File: config.mk
export PLATFORM = sky130hd
export DESIGN_NAME = mfhic_axis_filter
export DESIGN_NICKNAME = d
export VERILOG_FILES = /design/src/hw/rtl/mfhic_pkg.sv /design/src/hw/rtl/mfhic_axis_filter.sv
export SDC_FILE = /design/constraint.sdc
export NUM_CORES = 2
export LEC_CHECK = 0
export ABC_AREA = 1
export BUFFER_PORTS_ARGS = -buffer_cell sky130_fd_sc_hd__buf_2
export CAP_MARGIN = 20
export CORE_ASPECT_RATIO = 1.5
export CORE_UTILIZATION = 30
export CTS_CLUSTER_DIAMETER = 120
export DETAILED_ROUTE_END_ITERATION = 12
export PLACE_DENSITY_LB_ADDON = 0.08
export SLEW_MARGIN = 20
export SYNTH_ARGS = -nofsm -noshare
export SYNTH_HDL_FRONTEND = slang
export SYNTH_SLANG_ARGS = --single-unit
File: constraint.sdc
create_clock -name clk -period 42.3 [get_ports clk]
set_clock_uncertainty 0.15 [all_clocks]
set_input_delay 4.23 -clock clk [delete_from_list [all_inputs] [get_ports clk]]
set_output_delay 4.23 -clock clk [all_outputs]
set_load 0.03 [all_outputs]
File: src/hw/rtl/mfhic_pkg.sv
// ----------------------------------------------------------------------------
// mfhic_pkg: shared types and constants for the magnetometer filter core
// Field widths, reset values, register indexes and calibration constants.
// ----------------------------------------------------------------------------
package mfhic_pkg;

  localparam int SAMPLE_W = 16;
  localparam int ACC_W    = 32;
  localparam int GAIN_W   = 16;
  localparam int LIMIT_W  = 15;
  localparam int CNT_W    = 11;

  // Samples per calibration run (fits in CNT_W bits)
  localparam logic [CNT_W-1:0] CAL_SAMPLES = 11'd2000;

  // Reset values of the extremes tracker
  localparam logic signed [SAMPLE_W-1:0] EXT_MAX_INIT = -16'sd1000;
  localparam logic signed [SAMPLE_W-1:0] EXT_MIN_INIT = 16'sd1000;

  localparam logic [GAIN_W-1:0]  GAIN_RST  = 16'd3873;
  localparam logic [LIMIT_W-1:0] LIMIT_RST = 15'd400;

  typedef logic signed [SAMPLE_W-1:0] s16_t;
  typedef logic [2:0][SAMPLE_W-1:0]   vec3_t;

  // Register index, taken from paddr[2]
  typedef enum logic {
    REG_FILTER_GAIN = 1'b0,
    REG_FIELD_LIMIT = 1'b1
  } reg_idx_t;

  // Calibration status handed from the tracker to the top level
  typedef struct packed {
    logic active_nxt;
    logic done_nxt;
  } cal_status_t;

endpackage

File: src/hw/rtl/mfhic_axis_filter.sv
// ----------------------------------------------------------------------------
// mfhic_axis_filter: one axis of offset correction and low-pass filter
// Holds the Q16.16 filter state and tests it against the field limit.
// ----------------------------------------------------------------------------
module mfhic_axis_filter (
  input  logic                           clk,
  input  logic                           rst_n,
  input  logic                           upd,
  input  logic [mfhic_pkg::SAMPLE_W-1:0] raw,
  input  logic [mfhic_pkg::SAMPLE_W-1:0] offset,
  input  logic [mfhic_pkg::GAIN_W-1:0]   gain,
  input  logic [mfhic_pkg::LIMIT_W-1:0]  limit,
  output logic [mfhic_pkg::SAMPLE_W-1:0] mag,
  output logic                           in_field
);

  logic signed [mfhic_pkg::ACC_W-1:0] acc_r;
  logic signed [mfhic_pkg::ACC_W-1:0] acc_nxt;
  logic signed [16:0]                 diff_c;
  logic signed [15:0]                 corr;
  logic signed [32:0]                 diff;
  logic signed [49:0]                 prod;
  logic signed [32:0]                 acc_ext;
  logic signed [32:0]                 lim_pos;
  logic signed [32:0]                 lim_neg;

  // Saturating offset subtraction
  always_comb begin
    diff_c = {raw[15], raw} - {offset[15], offset};
    if (diff_c > 17'sd32767) begin
      corr = 16'sh7FFF;
    end else if (diff_c < -17'sd32768) begin
      corr = -16'sh8000;
    end else begin
      corr = diff_c[15:0];
    end
  end

  // acc' = acc + floor(g * (c*2^16 - acc) / 2^16); exact, stays in 32 bits
  always_comb begin
    diff    = {corr[15], corr, 16'h0} - {acc_r[31], acc_r};
    prod    = diff * $signed({1'b0, gain});
    acc_nxt = acc_r + prod[47:16];
  end

  // Pass when |acc'| < limit * 2^16
  always_comb begin
    acc_ext  = {acc_nxt[31], acc_nxt};
    lim_pos  = {2'b00, limit, 16'h0};
    lim_neg  = -lim_pos;
    in_field = (acc_ext < lim_pos) && (acc_ext > lim_neg);
  end

  always_ff @(posedge clk) begin
    if (!rst_n) begin
      acc_r <= '0;
    end else if (upd) begin
      acc_r <= acc_nxt;
    end
  end

  assign mag = acc_nxt[31:16];

endmodule

==> impl_results.md <==
* Skew-Pair Late Insertion Delay at 0.30 ns
* Setup crit start kind: input port
* Mapped Area at 24100 um^2
* Die W at 234 um
* Syn-to-layout area delta at 6.78%
* R2R depth at 42
* Core Rows at 127
* DRC errors left at 0
* Post-route minimum period at 23.34 ns
* Synth Register Bits at 32
* Layout cell share with drive strength beyond 1 at 5.99%
* Worst relative slew slack at 35.3%
* Pin count of the biggest net entering global routing at 32
* TritonRoute pass-1 iters at 7
* R2R Setup Slk at 30.93 ns
* Min-delay worst type: reg2reg
* RR Endpoint: acc_r[31]$_SDFFE_PN0P_
* Primary FF master, synth: dfxtp_1
* Worst Setup SP: offset[2]
* Worst path max stage delay at 0.61 ns
* Post-CTS Hold Buffers at 0
* Synth top area cells: fa_1 41%, inv_1 13%, ha_1 11%
* Slew Limit Fails at 0
* Root Driver: clkbuf_16
* Number of CTS-inserted buffers at 5
* RSZ-0062 raised after global routing: false
* First-pass GRT wire length at 134000 um
* Largest register FFs at 32
* CP Capture Point: in_field
* Area leader, netlist: fa_1
* GPL Wtd Cong at 0.882
* DIE AREA at 81700 um^2
* Worst Path Max Fanout at 15
* Vias in the first global route at 22400
* Status: complete, no violations
* Grt ovf at 0
* Mean post-synth cell area at 7.48 um^2
* Hold violation total from the final report at 0
* Final TNS setup at 0 ns
* Final wirelength at 88200 um
* # nets final at 4018
* TritonCTS Sinks at 32
* Post-synth EDFFs at 0
* Final HPWL DP at 75200 um
* Die H at 349 um
* Tcrit/Tclk final at 55.2%
* Register area share after synthesis at 2.65%
* Distinct cells, synth at 51
* H-tree lvl count at 2
* Req. time, crit path at 37.92 ns
* Post-Synthesis Cells at 3230
* Slowest-stage cell, CP: xor2_2
* Most frequent cells in the layout: 856 x inv_1, 537 x nand2_1, 491 x fa_1, 336 x nor2_1, 208 x ha_1
* Total GRT Usage at 22.2%
* Final setup fails at 0
* TritonCTS clock tree: built
* Fmax at 0.0428 GHz
* Via Count at 20400
* Via-to-Cell Ratio at 4.75
* Yosys warning count at 0
* Clock buffer depth at 2
* Antenna violations before repair at 4
* Worst Setup End Kind: primary output
* Yosys top cell area share at 40.7%
* Post-CTS Setup Repair Bufs at 0
* Drt wl/cell at 20.6 um
* Antenna-violating nets left at 0
* FF-to-FF Start: acc_r[0]$_SDFFE_PN0P_
* Largest Register: acc_r
* Transition time of the tightest slew-check pin at 0.967 ns
* Core Area at 79800 um^2
* CTS clock-pin slew for the worst setup and hold paths at 0.06 ns
* Most common cell after layout, fill and taps aside: inv_1
* Data arrival, critical path at 18.96 ns
* Post-Syn Nets at 3995
* Post-synth ARST share at 0%
* Largest regs: acc_r x32
* Initial drt markers at 1017
* Initial Util at 30.3%
* Io pins at 83
* Port Buf Inserts at 82
* # Max-Cap Violations at 0
* PostCTS Resize Cnt at 0
* Kind of critical path: in2out
[Yosys cell counts, types with 4 or more instances]
cell,n
a31oi_1,9
nor4_1,8
fa_1,491
inv_1,856
xor2_1,75
o21bai_1,8
a21o_1,14
o21a_1,7
clkinv_1,19
clkbuf_1,63
nor2_1,336
o211ai_1,8
buf_4,19
inv_2,4
xnor2_1,25
a221oi_1,4
nand4_1,24
dfxtp_1,32
o21ai_0,115
a21oi_1,152
nor2_4,4
nand2_1,537
nor3_1,20
buf_2,5
or2_2,43
nand2_2,9
nand3_1,91
ha_1,208
nand3b_1,6
o21ai_1,4
[worst min path at each step]
| stage | from | endpoint | slack (ns) | depth (start not counted) |
|---|---|---|---|---|
| after floorplan | acc_r[29]$_SDFFE_PN0P_ | acc_r[29]$_SDFFE_PN0P_ | 0.37 | 2 |
| after global placement | acc_r[29]$_SDFFE_PN0P_ | acc_r[29]$_SDFFE_PN0P_ | 0.43 | 2 |
| after detailed placement | acc_r[29]$_SDFFE_PN0P_ | acc_r[29]$_SDFFE_PN0P_ | 0.43 | 2 |
| after CTS | acc_r[29]$_SDFFE_PN0P_ | acc_r[29]$_SDFFE_PN0P_ | 0.44 | 2 |
| after global routing | acc_r[29]$_SDFFE_PN0P_ | acc_r[29]$_SDFFE_PN0P_ | 0.49 | 2 |
| final | acc_r[29]$_SDFFE_PN0P_ | acc_r[29]$_SDFFE_PN0P_ | 0.45 | 2 |
[metrics by stage]
step | area, um^2 | instances | hold WS [ns] | setup slack (ns) | util, %
final | 25800 | 4287 | 0.446 | 18.96 | 32.3
after floorplan | 24100 | 3230 | 0.367 | 22.72 | -
after global routing | 25800 | 4286 | 0.489 | 17.71 | 32.3
after CTS | 25800 | 4286 | 0.442 | 18.93 | 32.3
after global placement | 25600 | 4278 | 0.428 | 18.93 | 32.1
after detailed placement | 25600 | 4278 | 0.429 | 18.97 | 32.1
[area by class of cell]
class | instances | area [um^2]
Clock buffer | 6 | 139
Clock inverter | 2 | 10.0
Sequential cell | 32 | 641
Timing Repair Buffer | 108 | 606
Antenna cell | 1 | 2.50
Multi-Input combinational cell | 2227 | 19800
Tap cell | 1032 | 1290
Fill cell | 8727 | 54000
Inverter | 879 | 3300
[worst max-delay path: cells and delay by family]
| family | cells | cell delay (ns) |
|---|---|---|
| fa+ha+maj | 11 | 4.89 |
| simple gates | 26 | 3.87 |
| compound gates | 17 | 3.41 |
| buf+inv | 10 | 1.31 |
| xor+xnor | 3 | 1.19 |
[metal layers]
layer / wire (um) / vias up / global-route usage [%]
met3: 2270 / 123 / 1.28
met1: 32100 / 10300 / 23.8
met2: 50300 / 411 / 44.6
met5: 13 / - / 0
met4: 3490 / 2 / 7.85
li1: - / 9573 / -
[kinds of logic (layout without fill, tap and decap cells)]
logic type / count (synthesis) / count (layout) / synth area share [%]
and+or+nand+nor: 1090 / 1090 / 18.9
buffers and inverters: 971 / 995 / 15.5
adders and majority gates: 699 / 699 / 51.5
AOI/OAI and AO/OA: 335 / 335 / 7.65
xor gates and xnor gates: 103 / 103 / 3.88
DFF: 32 / 32 / 2.65
other: 0 / 1 / 0
Power is not shown: default switching activity piles up to over one toggle a cycle in this logic, so the estimate is an artifact.
