==> src/hw/rtl/mfhic_pkg.sv <==
// ----------------------------------------------------------------------------
// mfhic_pkg: shared types and constants for the magnetometer filter core
// Field widths, reset values, register indexes and calibration constants.
// ----------------------------------------------------------------------------
package mfhic_pkg;

  localparam int SAMPLE_W = 16;
  localparam int ACC_W    = 32;
  localparam int GAIN_W   = 16;
  localparam int LIMIT_W  = 15;
  localparam int CNT_W    = 11;

  // Samples per calibration run (fits in CNT_W bits)
  localparam logic [CNT_W-1:0] CAL_SAMPLES = 11'd2000;

  // Reset values of the extremes tracker
  localparam logic signed [SAMPLE_W-1:0] EXT_MAX_INIT = -16'sd1000;
  localparam logic signed [SAMPLE_W-1:0] EXT_MIN_INIT = 16'sd1000;

  localparam logic [GAIN_W-1:0]  GAIN_RST  = 16'd3873;
  localparam logic [LIMIT_W-1:0] LIMIT_RST = 15'd400;

  typedef logic signed [SAMPLE_W-1:0] s16_t;
  typedef logic [2:0][SAMPLE_W-1:0]   vec3_t;

  // Register index, taken from paddr[2]
  typedef enum logic {
    REG_FILTER_GAIN = 1'b0,
    REG_FIELD_LIMIT = 1'b1
  } reg_idx_t;

  // Calibration status handed from the tracker to the top level
  typedef struct packed {
    logic active_nxt;
    logic done_nxt;
  } cal_status_t;

endpackage

==> src/hw/rtl/mfhic_cal_track.sv <==
// ----------------------------------------------------------------------------
// mfhic_cal_track: min/max hard-iron calibration
// Tracks per-axis extremes during a run and writes the offsets at its end.
// ----------------------------------------------------------------------------
module mfhic_cal_track (
  input  logic                   clk,
  input  logic                   rst_n,
  input  logic                   upd,
  input  logic                   cal_request,
  input  logic                   in_field,
  input  mfhic_pkg::vec3_t       raw,
  output mfhic_pkg::vec3_t       offset,
  output mfhic_pkg::vec3_t       offset_nxt,
  output mfhic_pkg::cal_status_t status
);

  mfhic_pkg::vec3_t              max_r, min_r, max_nxt, min_nxt, max_upd, min_upd;
  mfhic_pkg::vec3_t              off_r, off_nxt;
  logic [mfhic_pkg::CNT_W-1:0]   cnt_r, cnt_nxt, cnt_inc;
  logic                          run_r, run_nxt, run_eff, done;
  logic signed [16:0]            sum;

  always_comb begin
    run_eff = run_r || cal_request;
    cnt_inc = (run_r ? cnt_r : '0) + 1'b1;
    done    = run_eff && (cnt_inc == mfhic_pkg::CAL_SAMPLES);
    max_nxt = max_r;
    min_nxt = min_r;
    max_upd = max_r;
    min_upd = min_r;
    off_nxt = off_r;
    sum     = '0;
    run_nxt = run_eff;
    cnt_nxt = run_eff ? cnt_inc : cnt_r;
    for (int i = 0; i < 3; i++) begin
      if (run_eff && in_field) begin
        if ($signed(raw[i]) > $signed(max_r[i])) max_upd[i] = raw[i];
        if ($signed(raw[i]) < $signed(min_r[i])) min_upd[i] = raw[i];
      end
      max_nxt[i] = max_upd[i];
      min_nxt[i] = min_upd[i];
      if (done) begin
        sum        = {max_upd[i][15], max_upd[i]} + {min_upd[i][15], min_upd[i]};
        off_nxt[i] = sum[16:1];
        max_nxt[i] = mfhic_pkg::EXT_MAX_INIT;
        min_nxt[i] = mfhic_pkg::EXT_MIN_INIT;
      end
    end
    if (done) begin
      cnt_nxt = '0;
      run_nxt = 1'b0;
    end
  end

  always_ff @(posedge clk) begin
    if (!rst_n) begin
      run_r <= 1'b0;
      cnt_r <= '0;
      off_r <= '0;
      for (int i = 0; i < 3; i++) begin
        max_r[i] <= mfhic_pkg::EXT_MAX_INIT;
        min_r[i] <= mfhic_pkg::EXT_MIN_INIT;
      end
    end else if (upd) begin
      run_r <= run_nxt;
      cnt_r <= cnt_nxt;
      off_r <= off_nxt;
      max_r <= max_nxt;
      min_r <= min_nxt;
    end
  end

  assign offset            = off_r;
  assign offset_nxt        = off_nxt;
  assign status.active_nxt = run_nxt;
  assign status.done_nxt   = done;

endmodule

==> config.mk <==
export PLATFORM = sky130hd
export DESIGN_NAME = mfhic_cal_track
export DESIGN_NICKNAME = d
export VERILOG_FILES = /design/src/hw/rtl/mfhic_pkg.sv /design/src/hw/rtl/mfhic_cal_track.sv
export SDC_FILE = /design/constraint.sdc
export NUM_CORES = 1
export LEC_CHECK = 0
export ABC_AREA = 0
export BUFFER_PORTS_ARGS = -buffer_cell sky130_fd_sc_hd__buf_4
export CAP_MARGIN = 20
export CORE_MARGIN = 5
export CORE_UTILIZATION = 31
export CTS_CLUSTER_DIAMETER = 60
export CTS_CLUSTER_SIZE = 25
export DETAILED_ROUTE_END_ITERATION = 7
export GPL_TIMING_DRIVEN = 1
export HOLD_SLACK_MARGIN = 0.08
export MAX_ROUTING_LAYER = met4
export PLACE_DENSITY = 0.55
export SETUP_SLACK_MARGIN = 0.4
export SLEW_MARGIN = 20
export SYNTH_ARGS = -nofsm -noshare
export SYNTH_HDL_FRONTEND = slang
export SYNTH_SLANG_ARGS = --single-unit
==> constraint.sdc <==
create_clock -name clk -period 5.9 [get_ports clk]
set_input_delay 0.59 -clock clk [delete_from_list [all_inputs] [get_ports clk]]
set_output_delay 0.59 -clock clk [all_outputs]
set_load 0.01 [all_outputs]
==> flow_summary.toml <==
[status]
status = "completed"

[detailed_routing]
dr.pass1.iters = 5
drtIter0Drc = 666
drt.antenna.violating_nets = 0
drt-total-wl_mm = 40.5
via_per_inst = 5.21
drc_errors = 0
routedWlPerCell_um = 17.9
vias = 11800

[place]
port_buffers = 150
dp_cells = 2196
dp_hpwl_mm = 29.0
place.gp.congestion = 0.897

[grt]
track_usage = 0.192
grt_use_met1 = 0.255
use_met2 = 0.303
overflow = 0
grt_util_met3 = 0.0325
grt_pass1_vias = 11300
grt_pass1_wl_mm = 62.1
busiest_layer = "met2"
antenna_found_initial = 0
grt_max_degree = 60

[worst_setup_path]
required_ns = 5.31
path_cells = "inv_2 -> ha_4 -> nor2b_4 -> o211ai_1 -> a2111o_1 -> a31oi_2 -> nor3b_4 -> buf_6 -> mux2i_4 -> or2_4 -> fa_2 -> inv_2 -> a21oi_4 -> o21bai_1 -> a21o_1 -> a21o_1 -> a21oi_2 -> o21ai_2 -> a31oi_2 -> o21ai_1 -> xnor2_1 -> o21ai_0 -> buf_4 -> buf_4"
cp_top_family = "compound AO/OA/AOI/OAI gates"
r2r_cells = 24
crit_path_start_kind = "register"
path_buf_inv = 5
slowest_delay_ns = 0.48
crit_path_end_kind = "output pin"
critPathKind = "reg2out"
path_depth = 24
cpMaxStageDelayCell = "a2111o_1"
critPathArrivalTime_ns = 4.92
crit_fanout = 4

[synth]
synth-xor-area-share = 0.0329
synth.avg_cell_area_sq_um = 7.57
async_reset_ff_frac = 0
synth-edff-count = 0
synth_simple_gate_area_frac = 0.189
synth-seq-cells = 156
synth_adder_area_share = 0.154
synth_top_family_by_area = "compound AO/OA/AOI/OAI gates"
ys_warn_count = 0
synthMuxAreaShare = 0.0651
synth_compound_area_frac = 0.225
synthCells = 1548
syn_area_sq_um = 11700
synth-seq-area-share = 0.266
synth_ff_type = "dfxtp_1"
ys_types = 69
syn_nets = 1743

[timing]
rsz0062_at_grt = "true"
tightest_slew_ns = 0.819
layout_min_cycle_time_ns = 5.51
fin_crit_sh = 0.934
hold_violations = 0
fin_worst_skew_ns = 0.0170
slew_headroom = 0.453
holdWs_ns = 0.458
max_freq_ghz = 0.181
setup_viol = 0
final_max_slew_viol_count = 0

[cts]
cts-htree-levels = 4
root_buffer = "clkbuf_16"
clk_latency_ns = 0.45
cts_sinks = 156
numCtsBuffers = 17
clk_path_buf_depth = 2
clk_pin_slew_ns = 0.06
cts_hold_buf = 0
cts_tree = "yes"

[die]
initial_core_util = 0.313
ios = 151
die_w_um = 204
die-area_sq_um = 41800
core_area_sq_um = 37500
rows = 71
die_h_um = 204

[cells_and_area]
antenna_cells = 0
instances_no_fill = 2259
fin_nets = 1931
area_growth_pct = 30.4
layout-drive-gt1-share = 0.258

[hold_path]
holdPathStages = 2
hold_class = "reg2reg"

[flow_run]
maxCapViolCount = 0

[pwr]
cellLeakagePower_nw = 6.64
cellPowerDensity_nw_per_um2 = 235
ir_worst_vdd_uv = 190
-- power breakdown --
group          switching, mW  internal [mW]
Combinational          0.716          0.577
Clock                  0.481          0.711
Sequential            0.0188           1.08
-- worst register-to-register path: stages, from the launching register on --
cell	delay, ns
dfxtp_1	0.32
inv_1	0.09
ha_4	0.29
nand4_1	0.20
buf_4	0.20
or3_4	0.34
a21oi_4	0.17
o311ai_4	0.13
buf_6	0.16
a32oi_4	0.24
nand2_2	0.10
fa_2	0.41
nor2b_2	0.14
o21ai_2	0.07
a21boi_2	0.15
o21ai_1	0.07
nand2b_1	0.11
a21oi_2	0.07
o21ai_2	0.23
a41oi_2	0.19
buf_4	0.17
xor2_1	0.14
o21ai_1	0.09
buf_4	0.16
o21ba_2	0.18
-- per-stage QoR --
stage / setup TNS, ns / worst slack, ns / power, mW / utilization / cell area [sq um]
after CTS: 0 / 0.338 / 3.46 / 0.389 / 14600
after global placement: 0 / 0.0944 / 2.19 / 0.365 / 13700
after detailed placement: -0.0774 / -0.0774 / 2.20 / 0.365 / 13700
after global routing: 0 / 0.205 / 3.76 / 0.408 / 15300
final: 0 / 0.388 / 3.59 / 0.408 / 15300
after floorplan: 0 / 0.467 / 1.81 / - / 11700
-- synthesized netlist by cell type (all sizes together) (25+ instances only) --
library cell,number,share of area
ha,139,0.15
nand2,233,0.075
clkbuf,69,0.022
nor2,108,0.035
o22ai,37,0.020
xnor2,25,0.019
inv,127,0.041
nand4,28,0.015
mux2,47,0.045
a21oi,111,0.047
nand3,43,0.018
o21ai,144,0.062
dfxtp,156,0.27
a21o,32,0.020
-- kinds of logic after synthesis --
group,Yosys count
and+or+nand+nor,497
AOI/OAI and AO/OA,432
buffers and inverters,207
xor gates and xnor gates,44
muxes,70
adders and majority gates,142
DFF,156
-- metal layers --
layer / share of wire / wire length [um]
met3: 0.044 / 1800
met1: 0.48 / 19400
met2: 0.46 / 18500
met5: 0 / 0
met4: 0.022 / 890
-- flip-flops by register name, indices dropped and copies added (netlist names) --
register / cells
run_r: 1
max_r: 48
cnt_r: 11
min_r: 48
offset: 48
-- path summary, 6_finish.rpt --
check	start	slack, ns	end
setup / recovery	max_r[1]	0.39	offset_nxt[13]
hold / removal	max_r[23]	0.46	max_r[23]
setup reg to reg	max_r[23]	1.38	offset[27]
hold reg to reg	max_r[23]	0.46	max_r[23]
-- timing repair --
item / 4_1_cts / 5_1_grt
resized for setup: 59 / 113
pin swaps: 26 / 60
setup endpoints to repair: 24 / 29
setup buffers: 11 / 21
-- cells in the final DEF, fill, tap and decap left out, drive strengths merged, types with 16 or more instances in the layout --
cell type,instances
a21o,32
a21oi,111
a22oi,23
buf,249
clkbuf,22
dfxtp,156
ha,139
inv,128
mux2,47
mux2i,23
nand2,233
nand3,43
nand4,28
nor2,108
nor3,16
o21ai,144
o22ai,37
xnor2,25
xor2,19
-- area by class of cell --
| class | count | area (sq um) |
|---|---|---|
| Fill cell | 3864 | 22200 |
| Multi-Input combinational cell | 1185 | 8490 |
| Sequential cell | 156 | 3140 |
| Timing Repair Buffer | 249 | 1920 |
| Tap cell | 511 | 639 |
| Clock buffer | 22 | 484 |
| Inverter | 127 | 478 |
| Clock inverter | 9 | 134 |
Note: power is estimated with default switching activity, not from simulation.
