==> config.mk <==
export PLATFORM = sky130hd
export DESIGN_NAME = mfhic_cfg_regs
export DESIGN_NICKNAME = d
export VERILOG_FILES = /design/src/hw/rtl/mfhic_pkg.sv /design/src/hw/rtl/mfhic_cfg_regs.sv
export SDC_FILE = /design/constraint.sdc
export NUM_CORES = 1
export LEC_CHECK = 0
export BUFFER_PORTS_ARGS = -buffer_cell sky130_fd_sc_hd__buf_2
export CELL_PAD_IN_SITES_DETAIL_PLACEMENT = 2
export CELL_PAD_IN_SITES_GLOBAL_PLACEMENT = 2
export CORE_AREA = 2 2 78 94
export CTS_BUF_LIST = sky130_fd_sc_hd__clkbuf_16
export DETAILED_ROUTE_END_ITERATION = 12
export DIE_AREA = 0 0 80 96
export GPL_TIMING_DRIVEN = 0
export PLACE_DENSITY_LB_ADDON = 0.1
export SYNTH_ARGS = -nofsm -noshare
export SYNTH_HDL_FRONTEND = slang
export SYNTH_SLANG_ARGS = --single-unit
==> constraint.sdc <==
create_clock -name clk -period 1.6 [get_ports clk]
set_input_delay 0.16 -clock clk [delete_from_list [all_inputs] [get_ports clk]]
set_output_delay 0.16 -clock clk [all_outputs]
set_load 0.05 [all_outputs]
==> src/hw/rtl/mfhic_pkg.sv <==
// ----------------------------------------------------------------------------
// mfhic_pkg: shared types and constants for the magnetometer filter core
// Field widths, reset values, register indexes and calibration constants.
// ----------------------------------------------------------------------------
package mfhic_pkg;

  localparam int SAMPLE_W = 16;
  localparam int ACC_W    = 32;
  localparam int GAIN_W   = 16;
  localparam int LIMIT_W  = 15;
  localparam int CNT_W    = 11;

  // Samples per calibration run (fits in CNT_W bits)
  localparam logic [CNT_W-1:0] CAL_SAMPLES = 11'd2000;

  // Reset values of the extremes tracker
  localparam logic signed [SAMPLE_W-1:0] EXT_MAX_INIT = -16'sd1000;
  localparam logic signed [SAMPLE_W-1:0] EXT_MIN_INIT = 16'sd1000;

  localparam logic [GAIN_W-1:0]  GAIN_RST  = 16'd3873;
  localparam logic [LIMIT_W-1:0] LIMIT_RST = 15'd400;

  typedef logic signed [SAMPLE_W-1:0] s16_t;
  typedef logic [2:0][SAMPLE_W-1:0]   vec3_t;

  // Register index, taken from paddr[2]
  typedef enum logic {
    REG_FILTER_GAIN = 1'b0,
    REG_FIELD_LIMIT = 1'b1
  } reg_idx_t;

  // Calibration status handed from the tracker to the top level
  typedef struct packed {
    logic active_nxt;
    logic done_nxt;
  } cal_status_t;

endpackage

==> src/hw/rtl/mfhic_cfg_regs.sv <==
// ----------------------------------------------------------------------------
// mfhic_cfg_regs: configuration register file
// APB-style write/read of filter gain and field limit.
// ----------------------------------------------------------------------------
module mfhic_cfg_regs (
  input  logic                           clk,
  input  logic                           rst_n,
  input  logic                           cfg_psel,
  input  logic                           cfg_penable,
  input  logic                           cfg_pwrite,
  input  logic [2:0]                     cfg_paddr,
  input  logic [31:0]                    cfg_pwdata,
  output logic [31:0]                    cfg_prdata,
  output logic                           cfg_pready,
  output logic [mfhic_pkg::GAIN_W-1:0]   filter_gain,
  output logic [mfhic_pkg::LIMIT_W-1:0]  field_limit
);

  logic [mfhic_pkg::GAIN_W-1:0]  gain_r;
  logic [mfhic_pkg::LIMIT_W-1:0] limit_r;
  logic                          wr_en;
  mfhic_pkg::reg_idx_t           idx;

  assign cfg_pready = 1'b1;
  assign wr_en      = cfg_psel && cfg_penable && cfg_pwrite;
  assign idx        = mfhic_pkg::reg_idx_t'(cfg_paddr[2]);

  always_ff @(posedge clk) begin
    if (!rst_n) begin
      gain_r  <= mfhic_pkg::GAIN_RST;
      limit_r <= mfhic_pkg::LIMIT_RST;
    end else if (wr_en) begin
      unique case (idx)
        mfhic_pkg::REG_FILTER_GAIN: gain_r  <= cfg_pwdata[mfhic_pkg::GAIN_W-1:0];
        mfhic_pkg::REG_FIELD_LIMIT: limit_r <= cfg_pwdata[mfhic_pkg::LIMIT_W-1:0];
        default: ;
      endcase
    end
  end

  always_comb begin
    unique case (idx)
      mfhic_pkg::REG_FILTER_GAIN: cfg_prdata = {16'h0, gain_r};
      mfhic_pkg::REG_FIELD_LIMIT: cfg_prdata = {17'h0, limit_r};
      default:                    cfg_prdata = 32'h0;
    endcase
  end

  assign filter_gain = gain_r;
  assign field_limit = limit_r;

endmodule

==> results of run 1 <==
-- per-stage QoR --
step           area (µm²)  instances  utilization, %  total power [mW]  hold slack [ps]
6_report             2220        341            32.7              2.13              140
5_1_grt              2220        341            32.7              2.22              166
4_1_cts              2220        341            32.7              2.16              135
3_5_place_dp         2080        333            30.7              1.26              424
3_3_place_gp         2080        333            30.7              1.25              416
2_1_floorplan        1640        180               -              1.16              302
-- metal layers --
layer / vias up / routed length (µm) / GRT usage, %
met5: - / 0 / 0
met4: 0 / 42 / 3.81
met3: 4 / 302 / 2.72
met2: 49 / 2400 / 22.6
met1: 678 / 2020 / 16.0
li1: 684 / - / -
-- power by group --
part,internal (mW),total (mW),switching (mW)
Sequential,0.790,0.803,0.0131
Combinational,0.125,0.432,0.307
Clock,0.561,0.891,0.330
Total,1.48,2.13,0.650
-- placed cells by master (no fill, tap or decap) --
cell type   n
mux2_2     15
buf_4      17
conb_1     17
dfxtp_1    31
clkbuf_1    5
mux2i_1    31
clkinv_2    1
buf_6       2
clkbuf_16   5
buf_2      69
and4_1      1
nand4_1     1
and4b_1     1
nor2b_1    18
nand2_1    37
buf_8       1
inv_1       2
-- worst register-to-register path: stages (launching register included) --
cell and delay, ps:
dfxtp_1 330, nor2b_1 110, mux2i_1 70
-- registers in the layout (all words and copies together), names as in the netlist --
name and count:
field_limit 15, filter_gain 16
-- worst paths after layout --
check,slack (ps),from,endpoint
worst max register to register,960,field_limit[8],field_limit[8]
worst min register to register,470,field_limit[5],field_limit[5]
worst max-delay path,250,cfg_paddr[2],cfg_prdata[11]
worst min-delay path,140,cfg_pwdata[15],filter_gain[15]
-- area by class of cell --
cell class	instances	area (µm²)	area share, %
Tap cell	87	109	4.91
Multi-Input combinational cell	121	820	37.0
Sequential cell	31	621	28.0
Timing Repair Buffer	66	330	14.9
Clock inverter	3	12.5	0.565
Clock buffer	5	125	5.65
Buffer	28	199	8.98
-- kinds of logic (layout without fill, tap and decap cells) --
family | Yosys count | count (layout)
other cells | 2 | 17
simple gates | 58 | 58
flops | 31 | 31
buf+inv | 28 | 102
mux | 46 | 46
==> impl.org, run 1 <==
** Status
- The run finished with clean final reports.

** STA
- Setup violations remaining at the end of the flow were counted as 0.
- Timing would allow up to between 700 and 800 MHz.
- Pin slew with the least headroom to its limit :: ~600 ps
- Subtracting the final worst setup slack from the clock period gives 1350 ps.
- The count of final max-slew check failures came to 0.
- Worst clock skew on the final layout :: 0 ps
- Setup repair after global routing left no endpoint under its margin.
- Worst max-slew margin expressed relative to the limit :: 59.7%
- In the final timing run, aggregate negative setup slack is 0 ps.
- Of the available clock period, the critical path in the final layout requires between 80% and 90%.
- Setup slack closes at approximately 250 ps.
- Fin. Hold Viols :: 0

** Layout
- Share of cells above drive strength 1 :: between 40% and 50%
- 0 antenna diodes ended up in the layout.
- Layout Area Growth over Synthesis :: 40.0%
- Layout net count :: roughly 290
- Layout filler cell count :: 816

** Critical path
- Cell breakdown of the critical path :: buf_6 -> buf_2 -> mux2_2 -> buf_2
- Depth of the worst register-to-register path :: 2
- The worst setup path is captured at a primary output.
- CP Max Fanout :: 10
- The slowest stage of the critical path belongs to the cell mux2_2.
- Top cell by count, worst path :: buf_2
- Number of buffers and inverters on the critical path :: 3
- Worst Path Class, Setup :: in -> out
- Data arrival at the endpoint of the critical path :: between 1000 and 1500 ps
- STA puts the critical path data required time at between 1000 and 1500 ps.
- Crit-path leading delay family :: buffers and inverters
- In this run the number of cells on the critical path is 4.
- In this design, the stage delay of the slowest critical-path cell is 380 ps.
- Kind of start point of the critical path :: input port

** Clocking
- Num CTS Buffers :: 5
- After clock tree synthesis, the flow added hold-fix buffers numbering 0.
- The number of setup buffers added after CTS is 0.
- Number of sinks driven by the clock tree :: 31
- CTS H-Tree Depth :: 2
- Post-CTS clock slew at the launch and capture registers of the worst setup and hold paths :: ~50 ps
- CTS tree :: built
- The tree is rooted in a clkbuf_16.
- The clock passes through at most 2 buffers.
- Clock latency on the worst-skew pair, taken at its later pin, is approximately 270 ps.
- Cts repair resizes :: 0

** Synth
- After Yosys synthesis, and, or, nand and nor cells account for between 10% and 20% of the synthesized area.
- Yosys printed 0 warnings.
- Commonest register cell after synthesis :: dfxtp_1
- Post-synth design cell area :: between 1500 and 2000 µm²
- Of the synthesized area, sequential elements account for between 30 and 40%.
- After synthesis, the cell types taking the most area are dfxtp_1 39%, mux2i_1 20%, mux2_2 11%.
- Main combinational cell family by area after synthesis :: multiplexers
- The portion of synthesized area spent on multiplexers is 30.3%.
- Yosys mapped a number of flops with a built-in enable equal to 0.
- Of the total synthesized cell area, the portion taken by XOR and XNOR cells is 0%.
- Cell type with the largest total area after synthesis :: dfxtp_1
- The synthesized netlist devotes 0% of its cell area to adder and majority cells.
- In the synthesized netlist the async set-or-reset flop fraction comes to 0%.
- The netlist uses 14 different library cells.
- Synth Area in Compound Gates :: 0%
- Leading post-synthesis cells by instance count :: 37 x nand2_1, 31 x dfxtp_1, 31 x mux2i_1
- A synthesized cell averages around 9.6 µm².
- Number of instances in the synthesized netlist :: 165
- Most common cell in the synthesized netlist :: nand2_1
- The synthesized design contains 31 register bits.
- In this run the biggest area consumer among cell types represents 39.2% of the synthesized area.

** Routing
- In the final routed layout, each cell accounts on average for 14.0 µm.
- For this block, the via count after detailed routing is around 1.4k.
- In the routed design, unresolved DRC markers number 0.
- For this block, the routed nets add up to between 4000 and 5000 µm of wire.
- Once detail routing completed, the nets flagged for antenna violations numbered 0.
- For this block, the initial DRC count from the detailed router was 21.
- Dividing the detail-routed via count by the number of cells gives a little over 4.
- For this run, the detailed router's first-pass iteration total came to 4.

** Power
- In this run the power density over the cells is approximately 960 nW/µm².
- Standby leakage power :: 1.07 nW
- Across the VDD grid, the largest voltage drop is 0.401 mV.

** Placement
- Detailed placement finished with a half-perimeter wire length of 3650 µm.
- At the end of routability-driven placement, the weighted congestion stood at 0.688.
- Before CTS, the worst setup slack after placement is 200 ps.
- Count of input and output buffers :: 66

** Global routing
- Global Route Usage Sum :: roughly an eighth
- Entering global routing, the biggest net connects 11 pins.
- The number of global-route vias before repair came to ~1.5k.
- Global-route wire length before repair :: about 7500 µm
- The initial antenna violation count is 0.
- Gr ovfl total :: 0

** Hold path
- The tightest min-delay check is of the in -> reg type.
- Along the worst hold path, the cell count comes to 3.

** Die
- DIE WIDTH :: roughly 80 µm
- The floorplan step defined a core boundary enclosing approximately 6800 µm².
- For this design the top-level I/O count stands at about 100.
- Die height :: ~96 µm
- Number of cell rows :: 33
- The floorplan step defined a die boundary enclosing approximately 7700 µm².
- Starting Density :: a little under a quarter

** Flow run
- Max-cap violations :: 0
Power figures use the tool's default switching activity.
==> run 2: changes to the inputs <==
--- a/config.mk
+++ b/config.mk
@@ -8,10 +8,10 @@
 export BUFFER_PORTS_ARGS = -buffer_cell sky130_fd_sc_hd__buf_2
 export CELL_PAD_IN_SITES_DETAIL_PLACEMENT = 2
 export CELL_PAD_IN_SITES_GLOBAL_PLACEMENT = 2
-export CORE_AREA = 2 2 78 94
+export CORE_AREA = 2 2 85 103
 export CTS_BUF_LIST = sky130_fd_sc_hd__clkbuf_16
 export DETAILED_ROUTE_END_ITERATION = 12
-export DIE_AREA = 0 0 80 96
+export DIE_AREA = 0 0 87 105
 export GPL_TIMING_DRIVEN = 0
 export PLACE_DENSITY_LB_ADDON = 0.1
 export SYNTH_ARGS = -nofsm -noshare
==> constraint.sdc (replaced) <==
create_clock -name clk -period 1.08 [get_ports clk]
set_input_delay 0.108 -clock clk [delete_from_list [all_inputs] [get_ports clk]]
set_output_delay 0.108 -clock clk [all_outputs]
set_load 0.05 [all_outputs]
==> run 2 against run 1 <==
Against the previous run: the flow now finishes with violations (negative setup slack); sequential power increased by 48%; first-iteration DRC count increased by 43%; utilization decreased by 0.21 points; clock power increased by 48%; power increased by 54%; setup slack got worse by 320 ps; count of clock-buffer cells in the layout unchanged.
==> impl.org, run 2 (synthesis results as in run 1) <==
** Global routing
- Number of global-route vias before repair :: 1,636
- The first global-routing pass estimated 8470 µm of wire.
- Pin count of the biggest net entering global routing :: 11
- Antenna violations before repair :: 0
- Global Route Usage Sum :: 12.3%
- The total overflow left after global routing is 0.

** Clocking
- The clock drives 31 sinks.
- After clock tree synthesis, the clock-pin slew on the worst setup and hold paths is approximately 50 ps.
- Num CTS Buffers :: 5
- For this design, the CTS-stage hold fixing added 0 buffers.
- The clock passes through at most 2 buffers.
- The cell sitting at the root of the clock tree is a clkbuf_16.
- TritonCTS built the clock tree.
- The H-tree generated during clock tree synthesis spans 2 levels.
- At the later pin of the worst-skew pair, clock insertion delay measures between 200 and 300 ps.

** Hold path
- The tightest min-delay check is of the in -> reg type.

** STA
- Max Transition Viols Final :: 0
- Fin. Hold Viols :: 0
- Number of failing setup endpoints in the final timing report :: 15
- Period minus WS final :: 1140 ps
- Worst clock skew on the final layout :: 0 ps
- Based on the critical path, the design can be clocked at up to around 880 MHz.
- Post-route worst hold slack :: approximately 90 ps
- Unrepaired setup endpoints after global routing :: true
- At the pin with the least slew margin, the transition time is 569 ps.
- Once routing completed, OpenROAD measured the worst setup slack at -60.9 ps.
- Worst max-slew margin expressed relative to the limit :: between 60% and 70%
- After layout, the worst path uses 106% of the clock period.

** Die
- The initialized floorplan defines 36 standard-cell rows.
- Area of the die :: roughly 9100 µm²
- Measured along the y axis, the die boundary spans 105 µm.
- DIE WIDTH :: about 87 µm
- approximately 100 I/O pins were placed.
- Starting Density :: about 20%
- The core region is about 8100 µm².

** Power
- For this design the static power due to leakage is between 1 and 1.5 nW.
- IR analysis of the VDD net gives a maximum drop of between 0.4 and 0.5 mV.
- Pwr dens :: 1250 nW/µm²

** Critical path
- The signal on the critical path passes through mux2_4 -> buf_8.
- Kind of start point of the critical path :: register
- Slowest CP cell :: dfxtp_2
- The worst setup path is captured at a primary output.
- Of all nets on the critical path, the largest fanout is 2.
- Data on the critical path is required at its endpoint by ~970 ps.
- Data arrival at the endpoint of the critical path :: between 1000 and 1500 ps
- Worst Path Class, Setup :: reg -> out
- Peak per-stage delay on the critical path :: between 300 and 400 ps

** Routing
- In this run, the number of DRC markers left after iteration 0 of detailed routing was 30.
- In the routed layout, each cell is associated on average with a via count of approximately 4.
- Number of antenna-violating nets in the routed design :: 0
- After detailed routing, the total wire length is about 5500 µm.
- Via count :: about 1.5k
- Drt first pass iters :: 4
- After detailed routing, the average wire length per cell comes to 15.0 µm.
- Residual DRC count :: 0

** Layout
- The area growth from synthesis to layout is 65.6%.
- Layout net count :: around 310
- The top cell types in the final layout, fill and taps aside, are 40 x buf_2, 37 x nand2_1, 35 x buf_4.
- In the final layout, the share of cells above drive strength 1 is about 58%.
- Max FFs per register :: 16
- Layout filler cell count :: slightly above 900
- Register area :: 659 µm²
- Count of inserted antenna diode cells :: 0
- The multi-input combinational cells in the finished layout cover a total of 872 µm².
- After the flow finishes, the layout carries non-filler instances totaling between 300 and 400.
- Commonest non-fill, non-tap cell in the layout :: buf_2

** Placement
- The HPWL after detailed placement is 3880 µm.
- GPL Wtd Cong :: 0.671
- Dpl cells :: 341
- Worst setup slack before clock tree synthesis :: -256 ps
- Count of input and output buffers :: 66

** Status
- Violated checks :: negative setup slack
- Status :: finished, violations left

** Flow run
- The tool flagged a number of max-cap violations equal to 0.
[run 2: cell types whose count changed in the layout (fill, tap and decap cells not counted)]
cell      previous run  this run
buf_2               69        40
buf_4               17        35
buf_6                2         6
buf_8                1        14
clkbuf_4             0        10
clkinv_1             0         2
clkinv_2             1         0
dfxtp_1             31         0
dfxtp_2              0        31
inv_1                2         1
mux2_2              15         3
mux2_4               0        12
nor2b_1             18        17
nor2b_4              0         1
[run 2: worst max-delay path, delay by kind of cell, from the launching register on]
family	cells	cell delay, ps
buffers and inverters	1	150
multiplexers	1	280
flip-flops	1	320
[run 2: through the flow]
stage / instance area (µm²) / util, % / power [mW] / setup TNS, ps
5_1_grt: 2620 / 32.5 / 3.42 / -1040
6_report: 2620 / 32.5 / 3.27 / -691
3_3_place_gp: 2130 / 26.5 / 1.87 / -4780
2_1_floorplan: 1680 / - / 1.73 / -75.8
4_1_cts: 2570 / 31.9 / 3.32 / -775
3_5_place_dp: 2130 / 26.5 / 1.87 / -5140
[run 2: power breakdown]
group	switching (mW)	internal, mW	total [mW]	leakage (nW)
sequential	0.0172	1.18	1.19	0.258
clock	0.495	0.828	1.32	0.0701
combinational	0.484	0.269	0.753	0.916
total	0.996	2.27	3.27	1.24
[run 2: timing repair]
action                     in CTS  in global routing
setup endpoints to repair      16                 26
gates resized for setup        57                 15
buffers inserted               15                  1
[run 2: cell type report]
class / instances / share of cell area [%]
Multi-Input combinational cell: 121 / 33.3
Timing Repair Buffer: 82 / 23.9
Buffer: 28 / 7.97
Clock buffer: 5 / 4.77
Clock inverter: 3 / 0.430
Tap cell: 95 / 4.53
Sequential cell: 31 / 25.2
[run 2: layer usage]
metal	share of wire, %	routed length, µm	track usage [%]
met5	0	0	0
met4	1.2	65	4.13
met3	3.9	216	2.29
met2	55	3010	23.3
met1	40	2190	13.1
[run 2: path summary, 6_finish.rpt]
kind	start	end	slack [ps]	depth (start not counted)
max	filter_gain[13]	cfg_prdata[13]	-60	2
min	cfg_pwdata[11]	field_limit[11]	90	3
max reg2reg	filter_gain[0]	filter_gain[0]	330	3
min reg2reg	field_limit[12]	field_limit[12]	460	2
==> run 3: changes to the inputs <==
--- a/config.mk
+++ b/config.mk
@@ -8,12 +8,13 @@
 export BUFFER_PORTS_ARGS = -buffer_cell sky130_fd_sc_hd__buf_2
 export CELL_PAD_IN_SITES_DETAIL_PLACEMENT = 2
 export CELL_PAD_IN_SITES_GLOBAL_PLACEMENT = 2
-export CORE_AREA = 2 2 85 103
+export CORE_AREA = 2 2 78 94
 export CTS_BUF_LIST = sky130_fd_sc_hd__clkbuf_16
 export DETAILED_ROUTE_END_ITERATION = 12
-export DIE_AREA = 0 0 87 105
+export DIE_AREA = 0 0 80 96
 export GPL_TIMING_DRIVEN = 0
 export PLACE_DENSITY_LB_ADDON = 0.1
+export SLEW_MARGIN = 20
 export SYNTH_ARGS = -nofsm -noshare
 export SYNTH_HDL_FRONTEND = slang
 export SYNTH_SLANG_ARGS = --single-unit
==> constraint.sdc (replaced) <==
create_clock -name clk -period 1.4 [get_ports clk]
set_input_delay 0.14 -clock clk [delete_from_list [all_inputs] [get_ports clk]]
set_output_delay 0.14 -clock clk [all_outputs]
set_load 0.05 [all_outputs]
==> run 3 against run 2 <==
Against the previous run: first-iteration DRC count down 33%; final area down 16%; non-clock buffer count down 16; wire length down 15%; critical path depth up 2; the flow now finishes without violations; largest cell class unchanged; worst hold slack better by 30 ps; flip-flop and latch count unchanged.
==> impl.org, run 3 (synthesis results as in run 1) <==
** Placement
- The wire-length estimate of the detail-placed layout is between 3000 and 4000 µm.
- The congestion estimate from routability-driven global placement came to between 0.6 and 0.7.
- Count of input and output buffers :: between 60 and 70
- Dpl cells :: approximately 330

** Die
- Number of cell rows :: 33
- The total area inside the core boundary comes to roughly 6800 µm².
- Area of the die :: approximately 7700 µm²
- DIE WIDTH :: 80 µm
- Once the floorplan was initialized, standard cells occupied 23.4% of the core.
- Ports placed on the boundary :: around 100
- The die is roughly 96 µm tall.

** STA
- Worst max-slew margin expressed relative to the limit :: between 60% and 70%
- In the finished design, the share of the clock period the worst path needs comes to between 90 and 100%.
- Number of failing setup endpoints in the final timing report :: 0
- Maximum clock rate :: between 700 and 800 MHz
- The final number of hold-violating endpoints came to 0.
- The smallest clock period supported by the final layout is computed as ~1300 ps.
- The count of final max-slew check failures was 0.
- Unrepaired setup endpoints after global routing :: false
- Worst clock skew on the final layout :: 0 ps
- After routing, the total negative slack on setup checks comes to 0 ps.
- Pin slew with the least headroom to its limit :: about 570 ps

** Layout
- Compared with the post-synthesis result, the final layout area differs by 39.6%.
- Share of cells above drive strength 1 :: approximately 44%
- Post-layout instance count excluding filler cells :: 339
- Commonest non-fill, non-tap cell in the layout :: buf_2
- In the final layout, the multi-input gates occupy 822 µm².
- Summing all flip-flop and latch instances after layout gives slightly above 600 µm².
- The top cell types in the final layout, fill and taps aside, are 69 x buf_2, 37 x nand2_1, 31 x mux2i_1, 31 x dfxtp_1.
- Max FFs per register :: 16
- The repair_antennas step left the layout with diodes totalling 0.
- Layout filler cell count :: 806
- Layout net count :: between 200 and 300

** Global routing
- Number of global-route vias before repair :: 1,410
- Pin count of the biggest net entering global routing :: 11
- Antenna violations before repair :: 0
- The first global-routing pass estimated between 7000 and 8000 µm of wire.
- Global routing finished with a remaining overflow of 0.
- Global Route Usage Sum :: between 10% and 20%

** Clocking
- Once the clock tree was built, the setup fixing pass inserted 0 buffers.
- The root buffer cell chosen for the clock tree is clkbuf_16.
- CTS saw 31 sinks.
- At the later pin of the worst-skew pair, clock insertion delay measures 270 ps.
- CTS H-Tree Depth :: 2
- TritonCTS built the clock tree.
- After clock tree synthesis, the clock-pin slew on the worst setup and hold paths is 50 ps.
- Cts hold-fix bufs :: 0
- Cts repair resizes :: 0
- The clock passes through at most 2 buffers.
- The number of clock buffers added by TritonCTS is 5.

** Power
- Cell Int Power :: approximately 1.7 mW
- Of the total power, combinational logic draws around a fifth.
- Standby leakage power :: 1.06 nW
- For this design the ratio of total power to cell area is 1090 nW/µm².
- Maximum vdd drop :: 0.391 mV
- Registers are responsible for between 30% and 40% of the overall power.
- Net switching power of the design :: 723 µW
- Share of total power in the clock network :: between 40% and 50%
- Switching share of total power :: 30.1%

** Critical path
- The worst setup path is captured at a primary output.
- Kind of start point of the critical path :: input port
- For the worst setup path, the data arrival time is approximately 1200 ps.
- STA puts the critical path data required time at 1260 ps.
- Worst Path Class, Setup :: in -> out
- CP Max Fanout :: 10

** Routing
- Detailed Route Iter0 Violations :: 20
- The count of nets left with antenna violations once routing finished came out at 0.
- After detailed routing, the number of remaining DRC violations is 0.
- The final layout contains routed wiring with a total length of 4650 µm.
- The detailed router placed 1,404 vias in this run.
- Per-cell via count in the routed design :: roughly 4.1
- Drt first pass iters :: 2
- Per-cell routed wire length :: approximately 14 µm

** Hold path
- Kind of path behind the tightest hold check :: in -> reg

** Status
- The flow ran to the end, and the final reports show no timing, DRC or antenna violations.

** Flow run
- The tool flagged a number of max-cap violations equal to 0.
## run 3: worst paths after layout
check                      start         endpoint  slack, ps  cells after the start
setup reg to reg  field_limit[6]   field_limit[6]        760                      2
hold reg to reg   filter_gain[1]   filter_gain[1]        470                      2
setup / recovery    cfg_paddr[2]   cfg_prdata[10]        100                      4
hold / removal    cfg_pwdata[15]  filter_gain[15]        120                      3
## run 3: per-stage QoR
stage | utilization, % | hold WS [ps] | setup WS [ps] | instance area, µm² | total power [mW]
after floorplan | - | 282 | 71.8 | 1640 | 1.33
after global placement | 30.7 | 395 | 32.7 | 2080 | 1.43
after detailed placement | 30.7 | 403 | 34.9 | 2080 | 1.43
after CTS | 32.6 | 117 | 33.5 | 2210 | 2.44
after global routing | 32.6 | 137 | 10.0 | 2210 | 2.51
final | 32.6 | 120 | 103 | 2210 | 2.40
## run 3: metal layers
metal	track usage, %	vias up	share of wire [%]
li1	-	678	-
met1	15.8	672	44
met2	20.8	49	48
met3	3.47	5	6.9
met4	3.39	0	0.73
met5	0	-	0
## run 3: worst max-delay path, cell delays in order
cell,delay [ps]
buf_6,120
buf_2,300
mux2_2,370
buf_2,210
## run 3: power groups by stage
stage | Clock, mW | Sequential, mW | Combinational [mW]
5_1_grt | 1.06 | 0.920 | 0.527
6_report | 0.989 | 0.918 | 0.493
4_1_cts | 1.03 | 0.918 | 0.500
2_1_floorplan | 0 | 1.00 | 0.325
3_3_place_gp | 0 | 0.936 | 0.497
3_5_place_dp | 0 | 0.936 | 0.498
## run 3: layout make-up
class | count | share of cell area (%)
timing repair buffer | 66 | 14.9
sequential | 31 | 28.1
clock inverter | 1 | 0.170
buffer | 28 | 9.00
clock buffer | 5 | 5.66
tap | 87 | 4.93
multi-input combinational | 121 | 37.2
